## src/sv/lcsl_pkg.sv

```systemverilog
// Package for the longest common substring length block.
// Holds the item payload types, the operation codes, the controller states and
// the per-cell control struct. No dependencies.
package lcsl_pkg;

    localparam int SYMBOL_W  = 8;
    localparam int LONGEST_W = 7;

    typedef enum logic {
        OP_LOAD = 1'b0,
        OP_TEXT = 1'b1
    } t_op;

    typedef struct packed {
        t_op                 op;
        logic [SYMBOL_W-1:0] symbol;
        logic                last;
    } t_in_item;

    typedef struct packed {
        logic [LONGEST_W-1:0] longest;
        logic                 pattern_clipped;
    } t_out_item;

    typedef enum logic [1:0] {
        ST_RUN,
        ST_DRAIN,
        ST_OUT
    } t_state;

    typedef struct packed {
        logic shift;
        logic fresh;
        logic step;
        logic drain;
        logic clear;
    } t_cell_ctl;

endpackage

```

## src/sv/lcsl_cell.sv

```systemverilog
// One cell of the match chain: a pattern symbol, its valid bit, its match
// count and its running best. Depends on lcsl_pkg.
module lcsl_cell
    import lcsl_pkg::*;
#(
    parameter int SYMBOL_BITS = 8,
    parameter int LW          = 7
) (
    input  logic                   i_clk,
    input  logic                   i_rst_n,
    input  t_cell_ctl              i_ctl,
    input  logic [SYMBOL_BITS-1:0] i_text,
    input  logic [SYMBOL_BITS-1:0] i_sym_in,
    input  logic                   i_vld_in,
    input  logic [LW-1:0]          i_diag,
    input  logic [LW-1:0]          i_best_in,
    output logic [SYMBOL_BITS-1:0] o_sym,
    output logic                   o_vld,
    output logic [LW-1:0]          o_match,
    output logic [LW-1:0]          o_best
);

    logic [SYMBOL_BITS-1:0] r_sym;
    logic                   r_vld;
    logic [LW-1:0]          r_match;
    logic [LW-1:0]          r_best;
    logic [LW-1:0]          n_match;
    logic [LW-1:0]          n_best;
    logic                   n_vld;

    always_comb begin
        n_vld   = r_vld;
        n_match = r_match;
        n_best  = r_best;
        if (i_ctl.shift) begin
            n_vld = i_vld_in;
        end
        if (i_ctl.fresh || i_ctl.clear) begin
            n_match = '0;
            n_best  = '0;
        end else if (i_ctl.step) begin
            n_match = (r_vld && (r_sym == i_text)) ? i_diag + LW'(1) : '0;
            if (n_match > r_best) begin
                n_best = n_match;
            end
        end else if (i_ctl.drain) begin
            if (i_best_in > r_best) begin
                n_best = i_best_in;
            end
        end
    end

    always_ff @(posedge i_clk) begin
        if (!i_rst_n) begin
            r_vld   <= 1'b0;
            r_match <= '0;
            r_best  <= '0;
        end else begin
            r_vld   <= n_vld;
            r_match <= n_match;
            r_best  <= n_best;
        end
    end

    always_ff @(posedge i_clk) begin
        if (i_ctl.shift) begin
            r_sym <= i_sym_in;
        end
    end

    assign o_sym   = r_sym;
    assign o_vld   = r_vld;
    assign o_match = r_match;
    assign o_best  = r_best;

endmodule

```

## src/sv/longest_common_substring_length.sv

```systemverilog
// Longest common substring length over a chain of MAX_LEN cells.
// A pattern item or a non-final text item is taken in ST_RUN; for a final text item the
// running best ripples down the chain in ST_DRAIN, then ST_OUT loads the output
// register once it is free. Throughput: one item per cycle in ST_RUN; after a final text
// item no new item is taken until its result is loaded into the output register.
// Reset (synchronous, active low) empties the pattern, clears all counts and the clip and output-valid flags.
module longest_common_substring_length
    import lcsl_pkg::*;
#(
    parameter int MAX_LEN     = 64,
    parameter int SYMBOL_BITS = 8
) (
    input  logic      i_clk,
    input  logic      i_rst_n,
    input  logic      i_in_valid,
    output logic      o_in_ready,
    input  t_in_item  i_in_item,
    output logic      o_out_valid,
    input  logic      i_out_ready,
    output t_out_item o_out_item
);

    localparam int LW        = $clog2(MAX_LEN + 1);
    localparam int CW        = $clog2((MAX_LEN > 1) ? MAX_LEN : 2);
    localparam int DRAIN_N   = (MAX_LEN > 1) ? (MAX_LEN - 2) : 0;
    localparam bit HAS_DRAIN = (MAX_LEN > 1);

    logic [SYMBOL_BITS-1:0] w_sym   [MAX_LEN];
    logic                   w_vld   [MAX_LEN];
    logic [LW-1:0]          w_match [MAX_LEN];
    logic [LW-1:0]          w_best  [MAX_LEN];

    t_state    r_state, n_state;
    logic [CW-1:0] r_cnt, n_cnt;
    logic      r_complete, n_complete;
    logic      r_clip, n_clip;
    logic      r_out_vld, n_out_vld;
    t_out_item r_out, n_out;
    logic      n_out_load;
    t_cell_ctl w_ctl;
    logic      w_acc;

    logic [SYMBOL_BITS+SYMBOL_W-1:0] w_sym_ext;
    logic [SYMBOL_BITS-1:0]          w_in_sym;
    logic [LW+LONGEST_W-1:0]         w_best_ext;

    assign w_sym_ext  = {{SYMBOL_BITS{1'b0}}, i_in_item.symbol};
    assign w_in_sym   = w_sym_ext[SYMBOL_BITS-1:0];
    assign w_best_ext = {{LONGEST_W{1'b0}}, w_best[0]};

    assign o_in_ready = (r_state == ST_RUN);
    assign w_acc      = i_in_valid && o_in_ready;

    always_comb begin
        n_state    = r_state;
        n_cnt      = r_cnt;
        n_complete = r_complete;
        n_clip     = r_clip;
        n_out_vld  = r_out_vld && !i_out_ready;
        n_out      = r_out;
        n_out_load = 1'b0;
        w_ctl      = '0;
        unique case (r_state)
            ST_RUN: begin
                if (w_acc) begin
                    if (i_in_item.op == OP_LOAD) begin
                        w_ctl.fresh = r_complete;
                        if (!r_complete && w_vld[MAX_LEN-1]) begin
                            n_clip = 1'b1;
                        end else begin
                            w_ctl.shift = 1'b1;
                        end
                        if (r_complete) begin
                            n_clip = 1'b0;
                        end
                        n_complete = i_in_item.last;
                    end else begin
                        w_ctl.step = 1'b1;
                        n_complete = 1'b1;
                        if (i_in_item.last) begin
                            n_cnt   = '0;
                            n_state = HAS_DRAIN ? ST_DRAIN : ST_OUT;
                        end
                    end
                end
            end
            ST_DRAIN: begin
                w_ctl.drain = 1'b1;
                n_cnt       = r_cnt + CW'(1);
                if (r_cnt == CW'(DRAIN_N)) begin
                    n_state = ST_OUT;
                end
            end
            ST_OUT: begin
                if (!r_out_vld || i_out_ready) begin
                    n_out_load            = 1'b1;
                    n_out_vld             = 1'b1;
                    n_out.longest         = w_best_ext[LONGEST_W-1:0];
                    n_out.pattern_clipped = r_clip;
                    w_ctl.clear           = 1'b1;
                    n_state               = ST_RUN;
                end
            end
            default: begin
                n_state = ST_RUN;
            end
        endcase
    end

    always_ff @(posedge i_clk) begin
        if (!i_rst_n) begin
            r_state    <= ST_RUN;
            r_cnt      <= '0;
            r_complete <= 1'b1;
            r_clip     <= 1'b0;
            r_out_vld  <= 1'b0;
        end else begin
            r_state    <= n_state;
            r_cnt      <= n_cnt;
            r_complete <= n_complete;
            r_clip     <= n_clip;
            r_out_vld  <= n_out_vld;
        end
    end

    always_ff @(posedge i_clk) begin
        if (n_out_load) begin
            r_out <= n_out;
        end
    end

    assign o_out_valid = r_out_vld;
    assign o_out_item  = r_out;

    for (genvar k = 0; k < MAX_LEN; k++) begin : g_cell
        logic [SYMBOL_BITS-1:0] w_sym_in;
        logic                   w_vld_in;
        logic [LW-1:0]          w_diag;
        logic [LW-1:0]          w_best_in;

        if (k == 0) begin : g_head
            assign w_sym_in = w_in_sym;
            assign w_vld_in = 1'b1;
        end else begin : g_body
            assign w_sym_in = w_sym[k-1];
            assign w_vld_in = w_vld[k-1] && !w_ctl.fresh;
        end

        if (k == MAX_LEN - 1) begin : g_tail
            assign w_diag    = '0;
            assign w_best_in = '0;
        end else begin : g_link
            assign w_diag    = w_match[k+1];
            assign w_best_in = w_best[k+1];
        end

        lcsl_cell #(
            .SYMBOL_BITS (SYMBOL_BITS),
            .LW          (LW)
        ) u_cell (
            .i_clk     (i_clk),
            .i_rst_n   (i_rst_n),
            .i_ctl     (w_ctl),
            .i_text    (w_in_sym),
            .i_sym_in  (w_sym_in),
            .i_vld_in  (w_vld_in),
            .i_diag    (w_diag),
            .i_best_in (w_best_in),
            .o_sym     (w_sym[k]),
            .o_vld     (w_vld[k]),
            .o_match   (w_match[k]),
            .o_best    (w_best[k])
        );
    end

endmodule

```

## config.mk

```make
export PLATFORM = sky130hd
export DESIGN_NAME = longest_common_substring_length
export DESIGN_NICKNAME = d
export VERILOG_FILES = /design/src/sv/lcsl_pkg.sv /design/src/sv/lcsl_cell.sv /design/src/sv/longest_common_substring_length.sv
export SDC_FILE = /design/constraint.sdc
export NUM_CORES = 2
export LEC_CHECK = 0
export BUFFER_PORTS_ARGS = -buffer_cell sky130_fd_sc_hd__buf_2
export CAP_MARGIN = 20
export CORE_MARGIN = 8
export CORE_UTILIZATION = 65
export DETAILED_ROUTE_END_ITERATION = 16
export PLACE_DENSITY = 0.84
export SLEW_MARGIN = 10
export SYNTH_ARGS = -nofsm -noshare
export SYNTH_HDL_FRONTEND = slang
export SYNTH_SLANG_ARGS = --single-unit
```

## constraint.sdc

```tcl
create_clock -name i_clk -period 16.8 [get_ports i_clk]
set_clock_uncertainty 0.2 [all_clocks]
set_input_delay 1.68 -clock i_clk [delete_from_list [all_inputs] [get_ports i_clk]]
set_output_delay 1.68 -clock i_clk [all_outputs]
set_load 0.005 [all_outputs]
```

# ---- Word level (Yosys, flattened, before mapping)
# Cells that the tools add are included.
# Widths: inputs -> output; s select.
dict set report totals {
  regBits 1484
  wordCells 1209
  out_inout_bits 10
  inputBits 14
}
dict set report classes {
  n_lt_le_gt_ge 128
  n_eq_ne 136
  reduce_logical 274
  bitwise 2
  mux 343
  add_sub_neg 64
}
# operator count
set ops {}
lappend ops {{$mux 7} 319}
lappend ops {{$gt 7x7->1} 127}
lappend ops {{$eq 8x8->1} 64}
lappend ops {{$add 7x1->7 const B} 63}
lappend ops {{$reduce_and 3->1} 65}
lappend ops {{$reduce_bool 2->1} 67}
lappend ops {{$ne 2x1->1 const B} 66}
lappend ops {{$logic_and 1x1->1} 130}
lappend ops {{$mux 6} 3}
lappend ops {{$mux 2} 6}
lappend ops {{$pmux 6 s2} 1}
lappend ops {{$mux 1} 11}
lappend ops {{$reduce_and 4->1} 2}
lappend ops {{$gt 1x7->1 const A} 1}
lappend ops {{$add 6x1->6 const B} 1}
lappend ops {{$eq 6x6->1 const B} 1}
lappend ops {{$mux 3} 2}
lappend ops {{$ne 2x2->1 const B} 3}
lappend ops {{$pmux 2 s3} 1}
lappend ops {{$reduce_and 5->1} 1}
lappend ops {{$logic_not 1->1} 4}
lappend ops {{$eq 2x1->1 const B} 1}
lappend ops {{$eq 2x2->1 const B} 1}
lappend ops {{$logic_not 2->1} 1}
lappend ops {{4 further kinds} 6}

# ---- Logic depth before layout (Yosys ltp)
dict set report logic_depth {
  depth_word 8
  depth_mapped 15
  depth_no_buf 12
}

# ---- Modules after synthesis
# Synthesis repeated with hierarchy kept, for this count alone.
dict set report unflattened {
  hier_cells 9636
  hier_area_um2 92229.7
}
# module cells_per_inst seq_area_each_um2 area_each_um2 instances
set by_module_without_submodules {}
lappend by_module_without_submodules {{lcsl_cell (g_cell[0].u_cell ...)} 145 540.5 1398.8 32}
lappend by_module_without_submodules {{lcsl_cell (g_cell[2].u_cell ...)} 152 540.5 1441.4 26}
lappend by_module_without_submodules {{lcsl_cell (g_cell[63].u_cell ...)} 147 540.5 1442.6 3}
lappend by_module_without_submodules {{lcsl_cell (g_cell[8].u_cell)} 159 540.5 1501.4 1}
lappend by_module_without_submodules {{lcsl_cell (g_cell[9].u_cell)} 151 540.5 1498.9 1}
lappend by_module_without_submodules {{lcsl_cell (g_cell[62].u_cell)} 149 540.5 1451.4 1}
lappend by_module_without_submodules {longest_common_substring_length 144 460.4 1211.2 1}

# ---- Worst setup path after synthesis
# Ideal clock, no wire load.
dict set report synth_path {
  path_kind {input port to flip-flop}
  startpoint {input port i_in_item[9] (netlist name)}
  endpoint {register g_cell[0].u_cell.r_sym[0] (enable)}
  arrival_time_ps 12184
  path_stages 3
  setup_ps 858
  path_buffers 0
  setup_slack_ps 3558
  required_ps 15742
  cell_sequence {nor4b_2 -> o21ai_0 -> inv_1}
}
# item line
set synth_rtl {}
lappend synth_rtl {{start, declared} longest_common_substring_length.sv:17} ;# input t_in_item i_in_item,
lappend synth_rtl {{end signal, assigned} lcsl_cell.sv:67} ;# r_sym <= i_sym_in;
lappend synth_rtl {{end, declared} lcsl_cell.sv:23} ;# logic [SYMBOL_BITS-1:0] r_sym;

# ---- Worst setup path after layout
dict set report layout_path {
  startpoint {input port i_in_item[9] (netlist name)}
  endpoint {register g_cell[32].u_cell.r_match[6]}
}
dict set report layout_via {
  elab_chain_len 5
}
# item line
set layout_lines {}
lappend layout_lines {{$mux 2} longest_common_substring_length.sv:66} ;# if (i_in_item.op == OP_LOAD) begin
lappend layout_lines {{$mux 3 *} longest_common_substring_length.sv:65} ;# if (w_acc) begin
lappend layout_lines {{$mux 3 *} longest_common_substring_length.sv:63} ;# unique case (r_state)
lappend layout_lines {{$logic_or 1x1->1} lcsl_cell.sv:38} ;# if (i_ctl.fresh || i_ctl.clear) begin
lappend layout_lines {{$reduce_or 2->1 (no source line)} --}
lappend layout_lines {{end signal, assigned} lcsl_cell.sv:60} ;# r_match <= n_match;
lappend layout_lines {{end, declared} lcsl_cell.sv:25} ;# logic [LW-1:0] r_match;
# Mark *: on every way between the ends. The rest lies on a longest branch, timed or not.
# A chain may end at the register's enable or synchronous reset.

==> impl_metrics.toml <==
[status]
outcome = "complete, no violations"

[sta]
setup_viol = 0
rsz0062_at_grt = "no"
fmax_mhz = 173.8
hold_viol_final = 0
slew_headroom = 0.2109
worst_pin_slew_ns = 1.184
fin_crit_ns = 5.755
period_share = 0.3425
setup_tns_ns = 0
slew_violations = 0

[pwr]
fin_total_pwr_mw = 10.99
power_leakage_nw = 30.53
switching_power_mw = 3.742
p_comb_frac = 0.296
p_per_area_mw_per_mm2 = 125.0
p_seq_frac = 0.387
power.share.switching = 0.3405
p_int_mw = 7.248
peakVddDrop_uv = 86.68
power.share.clock = 0.318

[route]
vias_per_cell = 6.332
postRouteAntennaNets = 0
dr.pass1.iters = 7
drc = 0
drtIter0Drc = 7200
via_count = 67490
wl_um = 204800
detail_route.wl_per_cell_um = 19.21

[placement]
portBuffers = 23
gp_congestion = 0.9024
hpwl_um = 138500

[worst_setup_path]
crit_fanout = 204
arrival_ns = 6.17
crit_required_ns = 17.22
path_class = "primary input to flop"
cp-end-kind = "flop"
r2r_slack_ns = 11.61
start_kind = "primary input"
worstRegToRegCells = 8
r2r-start = "r_state[0]"
r2r_end = "g_cell[32].u_cell.o_match[6]"

[worst_hold_path]
min_path_cells = 0
hold_class = "flop to flop"
hp-start = "g_cell[38].u_cell.o_sym[3]"
worst_hold_path.endpoint = "g_cell[39].u_cell.o_sym[3]"

[global_routing]
met2_usage = 0.4902
use_met1 = 0.3721
grt_first_pass_wirelength_um = 333300
antenna_found_initial = 6
grt_max_degree = 205
met3_usage = 0.03956
grt_pass1_vias = 66410
gr-total-overflow = 0
busiest_layer = "met2"
grt_usage = 0.2882

[synthesis]
ys_ff_latch = 1442
synth_most_common_cell = "nand2_1"
seq_area_frac_synth = 0.4157
post-synth-top-area-cell = "dfxtp_1"
async_flop_share = 0
netlist_instances = 9039
synth_edf_count = 520
syn_nets = 9963
yosys-top-cells-count = "nand2_1, dfxtp_1, ha_1"
ys.flop_type = "dfxtp_1"
syn_area_per_cell_um2 = 9.067
synth_area_leaders = "dfxtp_1, edfxtp_1, ha_1, nand2_1, xnor2_1"
yosys_warnings = 0
synth_top_area_frac = 0.2252
netlist_area_mm2 = 0.08196
synth_cell_type_count = 64

[finish]
drive_gt1_frac = 0.04598
fillers = 8887
layout.nets = 9795
area_delta_synth_final_pct = 7.312

[die]
die-width_um = 371.1
die_y_um = 371.1
die_area_mm2 = 0.1377
coreArea_mm2 = 0.1254
rows = 130
io_pins = 24
initial_core_util = 0.6536

[flow_run]
maxCapViolCount = 0

[cts]
cts_setup_buffers = 0
cts_sinks = 1442
cts_buffer_depth = 3
cts-root-buf = "clkbuf_16"
cts_resized = 0
cts_tree = "built"
cts_buffers = 154
hold_buffers = 0
cts.clk_slew.worst_paths_ns = 0.07
htreeDepth = 4
clock_latency_ns = 0.79
[flip-flops by register name, summed over array words and instances (netlist names)]
name and cells:
o_out_item 8, g_cell.u_cell.o_vld 64, r_complete 1, g_cell.u_cell.o_match 420, g_cell.u_cell.o_sym 512, r_state 2
r_cnt 6, g_cell.u_cell.o_best 427, o_out_valid 1, r_clip 1
[cell type report]
type / count / area, um2 / area share
Multi-Input combinational cell: 6749 / 44380 / 0.5046
Sequential cell: 1442 / 34070 / 0.3874
Clock buffer: 215 / 4473 / 0.05086
Tap cell: 1650 / 2064 / 0.02347
Inverter: 460 / 1734 / 0.01972
Clock inverter: 73 / 732.0 / 0.008322
Timing Repair Buffer: 64 / 478.0 / 0.005434
Antenna cell: 7 / 17.52 / 0.0001992
[stage by stage]
stage / instances / hold slack (ns) / worst slack [ns] / utilization / cell area (um2)
after global routing: 10660 / 0.2601 / 10.85 / 0.7013 / 87950
after CTS: 10650 / 0.2492 / 11.15 / 0.7011 / 87930
after floorplan: 9039 / 0.2090 / 3.558 / - / 81960
final: 10660 / 0.2499 / 11.05 / 0.7013 / 87950
after detailed placement: 10360 / 0.2393 / 10.33 / 0.6596 / 82720
after global placement: 10360 / 0.2439 / 10.35 / 0.6596 / 82720
[layout by cell type (no fill, tap or decap), drive strengths merged, types with 3 or more instances in the layout]
cell type	instances
nor3	184
ha	910
diode	7
bufinv	12
and2	101
nand4	184
clkbuf	216
o311a	5
nor4	125
xnor2	439
nor2	338
nand3	415
dfxtp	922
a211oi	116
o21a	10
nand2b	47
or2	28
edfxtp	520
a22o	6
and3	69
a31oi	411
a22oi	3
or3	82
clkinvlp	10
o211a	3
inv	468
a21oi	730
nand3b	146
o31a	3
o22ai	57
nand2	1271
clkinv	43
buf	63
xor2	371
o21ai	656
nor2b	13
[layer usage]
metal	vias to the layer above	share of wire
li1	31990	-
met5	-	0
met3	503	0.070
met1	32240	0.42
met2	2759	0.48
met4	0	0.033
[power by group through the flow]
stage | combinational, mW | sequential (mW) | clock [mW]
2_1_floorplan | 2.54 | 4.19 | 0
3_3_place_gp | 2.95 | 4.30 | 0
3_5_place_dp | 3.13 | 4.30 | 0
4_1_cts | 3.18 | 4.23 | 3.52
5_1_grt | 3.67 | 4.28 | 3.66
6_report | 3.25 | 4.25 | 3.49
[kinds of logic after synthesis]
logic type      share of synthesized area
fa+ha+maj                          0.1389
mux                             0.0001221
compound gates                     0.1374
flops                              0.4157
xor+xnor                          0.08656
simple gates                       0.1778
buf+inv                           0.04352
[worst max-delay path: stages]
cell	delay, ns
buf_2	0.14
nor4b_2	0.60
nand2_1	0.14
nand2_2	0.09
buf_4	0.68
or2_4	0.66
buf_12	0.74
buf_4	0.96
a21oi_1	0.10
[worst max-delay path by stage]
stage / to / slack [ns] / cells past startpoint / from
floorplan: g_cell[0].u_cell.o_sym[0] / 3.56 / 3 / i_in_item[9]
global placement: g_cell[0].u_cell.o_best[5] / 10.35 / 13 / i_in_item[5]
detailed placement: g_cell[0].u_cell.o_best[3] / 10.33 / 13 / i_in_item[5]
CTS: g_cell[0].u_cell.o_best[3] / 11.15 / 13 / i_in_item[5]
global route: g_cell[0].u_cell.o_best[0] / 10.85 / 13 / i_in_item[5]
finish: g_cell[32].u_cell.o_match[6] / 11.05 / 9 / i_in_item[9]
No activity file was read; power rests on OpenSTA's default activity.
